## config.mk

```make
export PLATFORM = sky130hd
export DESIGN_NAME = dlmr_ctrl
export DESIGN_NICKNAME = d
export VERILOG_FILES = /design/src/hw/rtl/dlmr_pkg.sv /design/src/hw/rtl/dlmr_ctrl.sv
export SDC_FILE = /design/constraint.sdc
export NUM_CORES = 1
export LEC_CHECK = 0
export ABC_CLOCK_PERIOD_IN_PS = 6000
export BUFFER_PORTS_ARGS = -buffer_cell sky130_fd_sc_hd__buf_4
export CAP_MARGIN = 25
export CORE_UTILIZATION = 40
export CTS_BUF_LIST = sky130_fd_sc_hd__clkbuf_8
export DETAILED_ROUTE_END_ITERATION = 8
export PLACE_DENSITY = 0.67
export SYNTH_ARGS = -nofsm -noshare
export SYNTH_HDL_FRONTEND = slang
export SYNTH_SLANG_ARGS = --single-unit
```

## constraint.sdc

```tcl
create_clock -name clk -period 6 [get_ports clk]
set_clock_uncertainty 0.05 [all_clocks]
set_input_delay 0.6 -clock clk [delete_from_list [all_inputs] [get_ports clk]]
set_output_delay 0.6 -clock clk [all_outputs]
set_load 0.02 [all_outputs]
```

## src/hw/rtl/dlmr_pkg.sv

```systemverilog
`timescale 1ns / 1ps
// ----------------------------------------------------------------------------
// dlmr_pkg
// Shared sizes, operation codes and controller/datapath interface types for
// the dense layer block.
// ----------------------------------------------------------------------------
package dlmr_pkg;

  localparam int INPUT_COUNT   = 256;
  localparam int OUTPUT_COUNT  = 16;
  localparam int FRACTION_BITS = 8;
  localparam int WEIGHT_TOTAL  = INPUT_COUNT * OUTPUT_COUNT;

  localparam int VALUE_W  = 16;
  localparam int RESULT_W = 32;
  localparam int INDEX_W  = 6;
  localparam int PROD_W   = 2 * VALUE_W;
  localparam int ACC_W    = 48;

  localparam int ACT_AW = (INPUT_COUNT > 1) ? $clog2(INPUT_COUNT) : 1;
  localparam int ACT_CW = $clog2(INPUT_COUNT + 1);
  localparam int W_AW   = (WEIGHT_TOTAL > 1) ? $clog2(WEIGHT_TOTAL) : 1;
  localparam int W_CW   = $clog2(WEIGHT_TOTAL + 1);
  localparam int OUT_AW = (OUTPUT_COUNT > 1) ? $clog2(OUTPUT_COUNT) : 1;
  localparam int B_CW   = $clog2(OUTPUT_COUNT + 1);

  typedef enum logic [1:0] {
    OP_WEIGHT = 2'd0,
    OP_BIAS   = 2'd1,
    OP_ACT    = 2'd2,
    OP_NONE   = 2'd3
  } op_t;

  typedef struct packed {
    logic                      wr_weight;
    logic                      wr_bias;
    logic                      wr_act;
    logic [W_AW-1:0]           wr_w_addr;
    logic [OUT_AW-1:0]         wr_b_addr;
    logic [ACT_AW-1:0]         wr_a_addr;
    logic signed [VALUE_W-1:0] wr_data;
    logic                      rd_en;
    logic [W_AW-1:0]           rd_w_addr;
    logic [ACT_AW-1:0]         rd_a_addr;
    logic [OUT_AW-1:0]         rd_idx;
    logic                      rd_first;
    logic                      rd_end;
  } dp_cmd_t;

  typedef struct packed {
    logic pipe_busy;
  } dp_status_t;

endpackage

```

## src/hw/rtl/dlmr_ctrl.sv

```systemverilog
`timescale 1ns / 1ps
// ----------------------------------------------------------------------------
// dlmr_ctrl
// Load sequencing and multiply-accumulate scheduling for the dense layer.
// ----------------------------------------------------------------------------
module dlmr_ctrl (
  input  logic                                clk,
  input  logic                                rst_n,
  input  logic                                start,
  input  logic [1:0]                          in_operation,
  input  logic signed [dlmr_pkg::VALUE_W-1:0] in_value,
  input  dlmr_pkg::dp_status_t                status,
  output logic                                busy,
  output dlmr_pkg::dp_cmd_t                   cmd
);

  typedef enum logic [2:0] {
    S_IDLE  = 3'b001,
    S_MAC   = 3'b010,
    S_DRAIN = 3'b100
  } state_t;

  state_t                         state_r, state_nxt;
  logic [dlmr_pkg::W_CW-1:0]      w_cnt_r, w_cnt_nxt;
  logic [dlmr_pkg::B_CW-1:0]      b_cnt_r, b_cnt_nxt;
  logic [dlmr_pkg::ACT_CW-1:0]    a_cnt_r, a_cnt_nxt;
  logic [dlmr_pkg::ACT_AW-1:0]    i_r, i_nxt;
  logic [dlmr_pkg::OUT_AW-1:0]    j_r, j_nxt;
  logic [dlmr_pkg::W_AW-1:0]      waddr_r, waddr_nxt;
  logic                           i_end;

  assign busy  = (state_r != S_IDLE);
  assign i_end = (i_r == dlmr_pkg::ACT_AW'(dlmr_pkg::INPUT_COUNT - 1));

  always_comb begin
    state_nxt = state_r;
    w_cnt_nxt = w_cnt_r;
    b_cnt_nxt = b_cnt_r;
    a_cnt_nxt = a_cnt_r;
    i_nxt     = i_r;
    j_nxt     = j_r;
    waddr_nxt = waddr_r;

    cmd           = '0;
    cmd.wr_data   = in_value;
    cmd.wr_w_addr = w_cnt_r[dlmr_pkg::W_AW-1:0];
    cmd.wr_b_addr = b_cnt_r[dlmr_pkg::OUT_AW-1:0];
    cmd.wr_a_addr = a_cnt_r[dlmr_pkg::ACT_AW-1:0];
    cmd.rd_w_addr = waddr_r;
    cmd.rd_a_addr = i_r;
    cmd.rd_idx    = j_r;
    cmd.rd_first  = (i_r == '0);
    cmd.rd_end    = i_end;

    unique case (state_r)
      S_IDLE: begin
        if (start) begin
          unique case (dlmr_pkg::op_t'(in_operation))
            dlmr_pkg::OP_WEIGHT: begin
              if (w_cnt_r != dlmr_pkg::W_CW'(dlmr_pkg::WEIGHT_TOTAL)) begin
                cmd.wr_weight = 1'b1;
                w_cnt_nxt     = w_cnt_r + 1'b1;
              end
            end
            dlmr_pkg::OP_BIAS: begin
              if (b_cnt_r != dlmr_pkg::B_CW'(dlmr_pkg::OUTPUT_COUNT)) begin
                cmd.wr_bias = 1'b1;
                b_cnt_nxt   = b_cnt_r + 1'b1;
              end
            end
            dlmr_pkg::OP_ACT: begin
              if (a_cnt_r != dlmr_pkg::ACT_CW'(dlmr_pkg::INPUT_COUNT)) begin
                cmd.wr_act = 1'b1;
                a_cnt_nxt  = a_cnt_r + 1'b1;
              end
            end
            dlmr_pkg::OP_NONE: ;
            default: ;
          endcase
          // full vector with all coefficients held: run the layer
          if ((a_cnt_nxt == dlmr_pkg::ACT_CW'(dlmr_pkg::INPUT_COUNT)) &&
              (w_cnt_nxt == dlmr_pkg::W_CW'(dlmr_pkg::WEIGHT_TOTAL)) &&
              (b_cnt_nxt == dlmr_pkg::B_CW'(dlmr_pkg::OUTPUT_COUNT))) begin
            state_nxt = S_MAC;
            a_cnt_nxt = '0;
            i_nxt     = '0;
            j_nxt     = '0;
            waddr_nxt = '0;
          end
        end
      end
      S_MAC: begin
        cmd.rd_en = 1'b1;
        if (i_end) begin
          // next output neuron starts at weight (0, j+1)
          i_nxt     = '0;
          j_nxt     = j_r + 1'b1;
          waddr_nxt = dlmr_pkg::W_AW'(j_r) + dlmr_pkg::W_AW'(1);
          if (j_r == dlmr_pkg::OUT_AW'(dlmr_pkg::OUTPUT_COUNT - 1)) begin
            state_nxt = S_DRAIN;
          end
        end else begin
          i_nxt     = i_r + 1'b1;
          waddr_nxt = waddr_r + dlmr_pkg::W_AW'(dlmr_pkg::OUTPUT_COUNT);
        end
      end
      S_DRAIN: begin
        if (!status.pipe_busy) begin
          state_nxt = S_IDLE;
        end
      end
      default: begin
        state_nxt = S_IDLE;
      end
    endcase
  end

  always_ff @(posedge clk) begin
    if (!rst_n) begin
      state_r <= S_IDLE;
      w_cnt_r <= '0;
      b_cnt_r <= '0;
      a_cnt_r <= '0;
      i_r     <= '0;
      j_r     <= '0;
      waddr_r <= '0;
    end else begin
      state_r <= state_nxt;
      w_cnt_r <= w_cnt_nxt;
      b_cnt_r <= b_cnt_nxt;
      a_cnt_r <= a_cnt_nxt;
      i_r     <= i_nxt;
      j_r     <= j_nxt;
      waddr_r <= waddr_nxt;
    end
  end

  a_coeff_complete: assert property (@(posedge clk) disable iff (!rst_n)
    (state_r == S_MAC) |->
      ((w_cnt_r == dlmr_pkg::W_CW'(dlmr_pkg::WEIGHT_TOTAL)) &&
       (b_cnt_r == dlmr_pkg::B_CW'(dlmr_pkg::OUTPUT_COUNT))))
    else $error("layer running without full coefficient set");

  a_vector_cleared: assert property (@(posedge clk) disable iff (!rst_n)
    (state_r == S_MAC) |-> (a_cnt_r == '0))
    else $error("activation count not cleared for compute");

  a_run_origin: assert property (@(posedge clk) disable iff (!rst_n)
    $rose(state_r == S_MAC) |-> ((i_r == '0) && (j_r == '0) && (waddr_r == '0)))
    else $error("compute did not start at first weight");

  a_row_addr: assert property (@(posedge clk) disable iff (!rst_n)
    ((state_r == S_MAC) && (i_r == '0)) |-> (waddr_r == dlmr_pkg::W_AW'(j_r)))
    else $error("weight address out of step with output index");

endmodule

```

==> results by group, run 1 <==
Routing
  • Final ANT Viol Nets: 0
  • Routed wire length: 8021 µm
  • Via count: 3074
  • Vias/cell: 5.589
  • DRC viols: 0
  • DRT iter0 DRCs: 116
  • DRT Pass-1 Iters: 4
  • Wirelength per Cell: 14.58 µm

Synth
  • Syn_area_per_cell: 7.986 µm²
  • Synthesized instance count: 442
  • Most frequent cells after synthesis: dfxtp_1 (54), buf_4 (41), nor2_1 (40)
  • Synth top area cells: dfxtp_1 (31%), buf_4 (8.7%), nand3_1 (5.5%), xnor2_1 (4.7%), nor2_1 (4.3%)
  • Yosys reg bits: 54
  • EDFF count, synth: 0
  • Syn Nets: 474
  • Seq/Total Area, Yosys: 30.63%
  • Distinct cells, synth: 61
  • Cell taking the most area after synthesis: dfxtp_1
  • Mapped Area: 3530 µm²
  • Ys Warns: 0
  • Top-area cell type share of the netlist area: 30.63%
  • Most common cell in the netlist: dfxtp_1
  • Post-synth top flop: dfxtp_1
  • FFs w/ async S/R, synth: 0%

Cells and area
  • Fillers: 847
  • Area Growth Syn to Fin: 8.047%
  • Sequential cell area: 1081 µm²
  • Final #Nets: 476
  • Antenna diodes: 0
  • Fin area: 3814 µm²
  • Layout cells sized above 1: 17.98%
  • Util after Layout: 45.50%
  • Area of the multi-input gates: 1954 µm²
  • Final cell count without fillers: 550

Min path
  • Worst min path class: flip-flop to flip-flop

Critical path
  • Crit-path slowest cell: or4_1
  • Worst Setup SP: w_cnt_r[0]
  • Bufs and invs on worst path: 1
  • Crit-path max cell delay: 0.50 ns
  • Worst setup path end: i_r[1]
  • CP top delay family: simple AND/OR/NAND/NOR gates
  • Setup crit end kind: flip-flop
  • CP startpoint kind: flip-flop
  • Worst r2r src: w_cnt_r[0]
  • FF-to-FF setup slack: 2.94 ns
  • Register-to-Register Path Depth: 9
  • Crit path required time: 6.10 ns
  • CP cell instances: ha_1 > or3b_4 > nand2b_4 > or4_1 > nand3_2 > nand4_2 > nor4_4 > buf_8 > o41ai_1
  • Setup CP Type: flip-flop to flip-flop
  • Worst-path fanout max: 18
  • Critical Path AT: 3.16 ns
  • R2R Path End: i_r[1]
  • CP Depth: 9

Floorplanning
  • Die Y: 95.94 µm
  • I/O Pins: 93
  • Row cnt: 33
  • Initial core utilization: 42.11%
  • Die area: 9204 µm²
  • Core Region: 8382 µm²
  • Die Wd: 95.94 µm

Clock network
  • H-tree levels: 2
  • Max Buffers Root-to-Sink: 2
  • Clock root buffer: clkbuf_8
  • Total setup buffers inserted after CTS: 0
  • Post-CTS Resized: 0
  • CTS tree: built
  • # clock sinks: 54
  • Reg clk slew, reported paths: 0.10 ns
  • Total CTS buffers: 5
  • Hold-fix buffers, CTS: 0
  • Clock latency on the worst-skew pair: 0.30 ns

Flow run
  • Max cap viols: 0

Placed design
  • Port bufs: 60
  • GP Congestion: 0.8434
  • Dpl cell area: 3704 µm²
  • Placed cells: 542
  • Hpwl dp: 5688 µm

Global route
  • GRT overflow: 0
  • Initial antenna violation count: 0
  • All-Layer GR Usage: 18.48%
  • First-pass GRT wire length: 13600 µm
  • Vias in the first global route: 2855
  • Pin count of the biggest net entering global routing: 35

Power
  • Pwr/cell area: 173.2 nW/µm²
  • Tot Pwr: 0.0006603 W
  • Peak VDD IR: 0.09699 mV
  • Leakage: 1.448 nW

STA
  • Fmax: 327.0 MHz
  • Fin. Hold Viols: 0
  • Setup_tns: 0 ns
  • Post-layout min period: 3.058 ns
  • Measured slew at the worst slew-check pin: 0.9580 ns
  • Final Setup Violations: 0
  • Slew headroom: 36.06%
  • RSZ-0062 raised after global routing: false
  • Pins Over Slew Limit: 0
  • Final period utilization: 50.97%

Outcome
  • Status: finished, final reports clean
==> kinds of logic (layout without fill, tap and decap cells) <==
logic type	count (synthesis)	after routing	share of synthesized area, %
and+or+nand+nor	195	195	31.16
buffers and inverters	84	87	14.00
AOI/OAI and AO/OA	66	66	12.37
DFF	54	54	30.63
xor gates and xnor gates	30	30	7.444
adders and majority gates	10	10	3.545
muxes	3	3	0.8508
==> worst min path at each step <==
stage,from,endpoint,slack [ns],cells after the start
2_1_floorplan,state_r[0],state_r[0],0.43,2
3_3_place_gp,waddr_r[1],waddr_r[1],0.41,2
3_5_place_dp,waddr_r[1],waddr_r[1],0.42,2
4_1_cts,waddr_r[1],waddr_r[1],0.44,2
5_1_grt,waddr_r[1],waddr_r[1],0.47,2
6_report,waddr_r[1],waddr_r[1],0.43,2
==> cell usage in the layout, fill, tap and decap left out, types with 3 or more instances in the layout <==
| cell | netlist | layout |
|---|---|---|
| dfxtp_1 | 54 | 54 |
| nor4_1 | 8 | 8 |
| nand3_1 | 39 | 39 |
| and3_1 | 10 | 10 |
| nand2b_1 | 7 | 7 |
| o31ai_1 | 3 | 3 |
| nand2_1 | 23 | 23 |
| o32ai_1 | 5 | 5 |
| inv_1 | 16 | 17 |
| o21ai_0 | 12 | 12 |
| and2_1 | 5 | 5 |
| or3_1 | 3 | 3 |
| nor2b_1 | 4 | 4 |
| nor3b_1 | 3 | 3 |
| xor2_1 | 11 | 11 |
| and4_1 | 4 | 4 |
| o22ai_1 | 12 | 12 |
| o211ai_1 | 3 | 3 |
| nor3_1 | 15 | 15 |
| a31oi_1 | 5 | 5 |
| buf_4 | 41 | 61 |
| clkbuf_8 | 0 | 5 |
| mux2i_1 | 3 | 3 |
| nor2_1 | 40 | 40 |
| ha_1 | 10 | 10 |
| a211oi_1 | 3 | 3 |
| nor4b_1 | 3 | 3 |
| and4b_1 | 3 | 3 |
| nand4_1 | 9 | 9 |
| xnor2_1 | 19 | 19 |
| a21oi_1 | 11 | 11 |
==> flip-flops by register name, indices dropped and copies added (netlist names) <==
name,count
a_cnt_r,9
b_cnt_r,5
i_r,8
j_r,4
state_r,3
w_cnt_r,13
waddr_r,12
==> where the power goes <==
group | switching (W) | internal [W] | total, W
Combinational | 0.0000307 | 0.0000203 | 0.0000510
Clock | 0.000120 | 0.000123 | 0.000243
Sequential | 0.00000572 | 0.000361 | 0.000367
==> per-stage QoR <==
stage                     hold slack, ns  setup slack (ns)
after floorplan                   0.4322             3.371
after global placement            0.4116             2.544
after detailed placement          0.4176             2.950
after CTS                         0.4378             2.958
after global routing              0.4683             2.780
final                             0.4319             2.942
==> layout make-up <==
class / instances / area share, %
Tap cell: 105 / 3.445
Clock buffer: 5 / 1.804
Timing Repair Buffer: 62 / 12.40
Sequential cell: 54 / 28.35
Clock inverter: 3 / 1.083
Inverter: 17 / 1.673
Multi-Input combinational cell: 304 / 51.25
==> worst min-delay path, stage by stage, from the launching register on <==
cell and delay (ns):
dfxtp_1 0.33, nand3_1 0.06, o21ai_0 0.06
==> per-layer routing <==
| metal | track usage [%] | routed length [µm] |
|---|---|---|
| met5 | 0 | 0 |
| met4 | 4.229 | 45 |
| met3 | 3.555 | 420 |
| met2 | 31.79 | 3702 |
| met1 | 23.81 | 3852 |
(Power assumes the default switching activity.)
==> run 2, diff against run 1 <==
ABC_AREA = 1   (was default)
ABC_CLOCK_PERIOD_IN_PS = 2500   (was 6000)
PLACE_DENSITY = 0.69   (was 0.67)
clock period = 2.5 ns   (was 6 ns; I/O delays follow)
==> results by group, run 2 <==
Critical path
  • Crit-path slowest cell: dfxtp_1
  • Critical Path AT: 2.53 ns (-0.63 ns)
  • Bufs and invs on worst path: 1 (unchanged)
  • CP startpoint kind: flip-flop
  • Setup CP Type: flip-flop to flip-flop
  • Register-to-Register Path Depth: 13 (+4)
  • Crit-path max cell delay: 0.41 ns (-0.09 ns)
  • CP top delay family: simple AND/OR/NAND/NOR gates
  • CP cell instances: inv_1 > ha_1 > o21ai_0 > nand4_1 > nor2_1 > nand3_1 > nor2_2 > nand4_1 > nand2_2 > nand2_8 > nor2_4 > nand2_1 > nand2_1
  • Worst-path fanout max: 14 (-4)
  • CP Depth: 13 (+4)
  • Setup crit end kind: flip-flop
  • Crit path required time: 2.72 ns (-3.38 ns)

Routing
  • DRT Pass-1 Iters: 8 (+4)
  • DRC viols: 3 (+3)
  • Wirelength per Cell: 12.61 µm (-14%)
  • Routed wire length: 8839 µm (+10%)
  • Final ANT Viol Nets: 0 (unchanged)
  • Via count: 3536 (+15%)
  • DRT iter0 DRCs: 174 (+50%)
  • Vias/cell: 5.044 (-9.7%)

Synth
  • Mapped Area: 3722 µm² (+5.5%)
  • Mux contribution to synthesized area: 0% (-0.85 points)
  • Syn Nets: 607 (+28%)
  • FFs w/ async S/R, synth: 0% (unchanged)
  • Post-synthesis xor/xnor area fraction: 3.765% (-3.7 points)
  • Compound-Gate Fraction of Synth Area: 10.49% (-1.9 points)
  • Synthesized instance count: 575 (+30%)
  • Post-synth top flop: dfxtp_1
  • Largest family of logic cells by synthesized area: simple AND/OR/NAND/NOR gates
  • Most frequent cells after synthesis: nand2_1 (141), inv_1 (70), dfxtp_1 (54), nand3_1 (54), nor2_1 (52)
  • Synth Area in Adders: 3.361% (-0.18 points)
  • Top-area cell type share of the netlist area: 29.04% (-1.6 points)
  • Yosys reg bits: 54 (unchanged)
  • Distinct cells, synth: 32 (-48%)
  • Most common cell in the netlist: nand2_1
  • Post-Synth Simple-Gate Area: 35.53% (+4.4 points)
  • Seq/Total Area, Yosys: 29.04% (-1.6 points)
  • Cell taking the most area after synthesis: dfxtp_1
  • Ys Warns: 0 (unchanged)
  • EDFF count, synth: 0 (unchanged)
  • Synth top area cells: dfxtp_1 (29%), nand2_1 (14%), buf_4 (8.5%), nand3_1 (7.3%), inv_1 (7.1%)
  • Syn_area_per_cell: 6.474 µm² (-19%)

Floorplanning
  • Row cnt: 34 (+3.0%)
  • I/O Pins: 93 (unchanged)
  • Die area: 9695 µm² (+5.3%)
  • Initial core utilization: 42.07% (-0.043 points)
  • Die Wd: 98.47 µm (+2.6%)
  • Die Y: 98.47 µm (+2.6%)
  • Core Region: 8848 µm² (+5.6%)

Outcome
  • Violated checks: DRC
  • Status: complete, but fails checks

Cells and area
  • Commonest non-fill, non-tap cells in the layout: nand2_1 (139), inv_1 (70), buf_4 (67)
  • Layout cells sized above 1: 19.73% (+1.8 points)
  • Area Growth Syn to Fin: 10.62%
  • Most flops, register: w_cnt_r
  • Top Registers: w_cnt_r (13), waddr_r (12), a_cnt_r (9)
  • Final #Nets: 624 (+31%)
  • Max reg flops: 13 (unchanged)
  • Fin area: 4118 µm² (+8.0%)
  • Final cell count without fillers: 701 (+27%)
  • Antenna diodes: 0 (unchanged)
  • Most common cell after layout, fill and taps aside: nand2_1

Global route
  • Pin count of the biggest net entering global routing: 26 (-26%)
  • GRT overflow: 0 (unchanged)
  • Initial antenna violation count: 0 (unchanged)
  • All-Layer GR Usage: 18.11% (-0.37 points)
  • Vias in the first global route: 3178 (+11%)
  • First-pass GRT wire length: 14490 µm (+6.6%)

Min path
  • Worst min path class: input pin to flip-flop
  • Hold path depth: 3 (+1)

Clock network
  • CTS tree: built
  • Clock latency on the worst-skew pair: 0.33 ns (+0.03 ns)
  • Clock root buffer: clkbuf_8
  • Max Buffers Root-to-Sink: 2 (unchanged)
  • Total CTS buffers: 5 (unchanged)
  • # clock sinks: 54 (unchanged)
  • Reg clk slew, reported paths: 0.10 ns (about the same)
  • H-tree levels: 2 (unchanged)

STA
  • Fin. Hold Viols: 0 (unchanged)
  • Final period utilization: 92.40% (+41 points)
  • Final hold slack: 0.1691 ns (-0.2628 ns)
  • Final Setup Violations: 0 (unchanged)
  • Setup_tns: 0 ns (unchanged)
  • Pins Over Slew Limit: 0 (unchanged)
  • Fmax: 432.9 MHz (+32%)
  • Slew headroom: 77.72% (+42 points)
  • Measured slew at the worst slew-check pin: 0.3337 ns (-0.6243 ns)
  • Post-layout min period: 2.310 ns (-0.7481 ns)

Power
  • Peak VDD IR: 0.3110 mV (+220%)
  • Pwr/cell area: 729.7 nW/µm² (+320%)
  • Leakage: 1.937 nW (+34%)
  • Tot Pwr: 0.003005 W (+360%)

Placed design
  • Hpwl dp: 6671 µm (+17%)
  • Dpl cell area: 3975 µm² (+7.3%)
  • Placed cells: 693 (+28%)
  • GP Congestion: 0.8706 (+3.2%)
  • Port bufs: 60 (unchanged)

Flow run
  • Max cap viols: 0 (unchanged)
[run 2: cell count changes after synthesis, moves of 6 or more]
cell,change
nor3_1,-10
nand3_1,+15
a21oi_1,+24
nor4_1,-7
nand4_1,+6
nand2b_1,-7
inv_1,+54
o22ai_1,-12
o21ai_0,+13
and3_1,-10
clkbuf_1,-13
nand2_1,+118
xnor2_1,-17
nor2_1,+12
[run 2: final timing paths]
path                            startpoint          to  slack (ns)
worst min register to register  waddr_r[3]  waddr_r[3]        0.43
worst max register to register  b_cnt_r[1]  waddr_r[3]        0.19
worst min-delay path                 start  a_cnt_r[8]        0.17
worst max-delay path            b_cnt_r[1]  waddr_r[3]        0.19
[run 2: kinds of logic (layout without fill, tap and decap cells)]
logic type               count (synthesis)  count (layout)
AND/OR/NAND/NOR                        291             291
buffers and inverters                  131             149
AO/OA/AOI/OAI                           73              73
flip-flops                              54              54
XOR/XNOR                                16              16
adder cells (fa/ha/maj)                 10              10
[run 2: layout make-up]
cell class,count,area (µm²)
fillers,907,4731
multi-input cells,390,2012
flip-flops and latches,54,1095
repair buffers,67,503.0
inverters,74,277.8
well taps,108,135.1
clock buffers,5,68.82
clock inverters,3,26.28
[run 2: through the flow]
step / utilization (%) / setup WS [ns]
2_1_floorplan: - / 0.4138
3_3_place_gp: 44.92 / 0.2026
3_5_place_dp: 44.92 / 0.1160
4_1_cts: 46.00 / 0.09719
5_1_grt: 46.54 / -0.01452
6_report: 46.54 / 0.1900
[run 2: what timing repair did]
item,CTS,global route
resized for setup,0,19
hold buffers,0,0
setup endpoints to repair,0,26
buffers inserted,0,0
[run 2: worst register-to-register path: cells and delay by family (launching register included)]
| kind | cells | cell delay, ns |
|---|---|---|
| fa+ha+maj | 1 | 0.27 |
| simple gates | 10 | 1.17 |
| compound gates | 1 | 0.26 |
| buf+inv | 1 | 0.10 |
| flops | 1 | 0.41 |
[run 2: where the power goes]
| part | switching [W] | internal (W) | total (W) | leakage, nW |
|---|---|---|---|---|
| clock network | 0.000323 | 0.000203 | 0.000526 | 0.0483 |
| registers | 0.000189 | 0.000994 | 0.00118 | 0.443 |
| logic | 0.000837 | 0.000459 | 0.00130 | 1.45 |
[run 2: layer usage]
| layer | track usage, % | vias to the layer above | routed length (µm) |
|---|---|---|---|
| met5 | 0 | - | 0 |
| met4 | 5.281 | 0 | 107 |
| met3 | 3.475 | 12 | 471 |
| met2 | 31.69 | 88 | 4263 |
| met1 | 22.64 | 1612 | 3996 |
| li1 | - | 1824 | - |
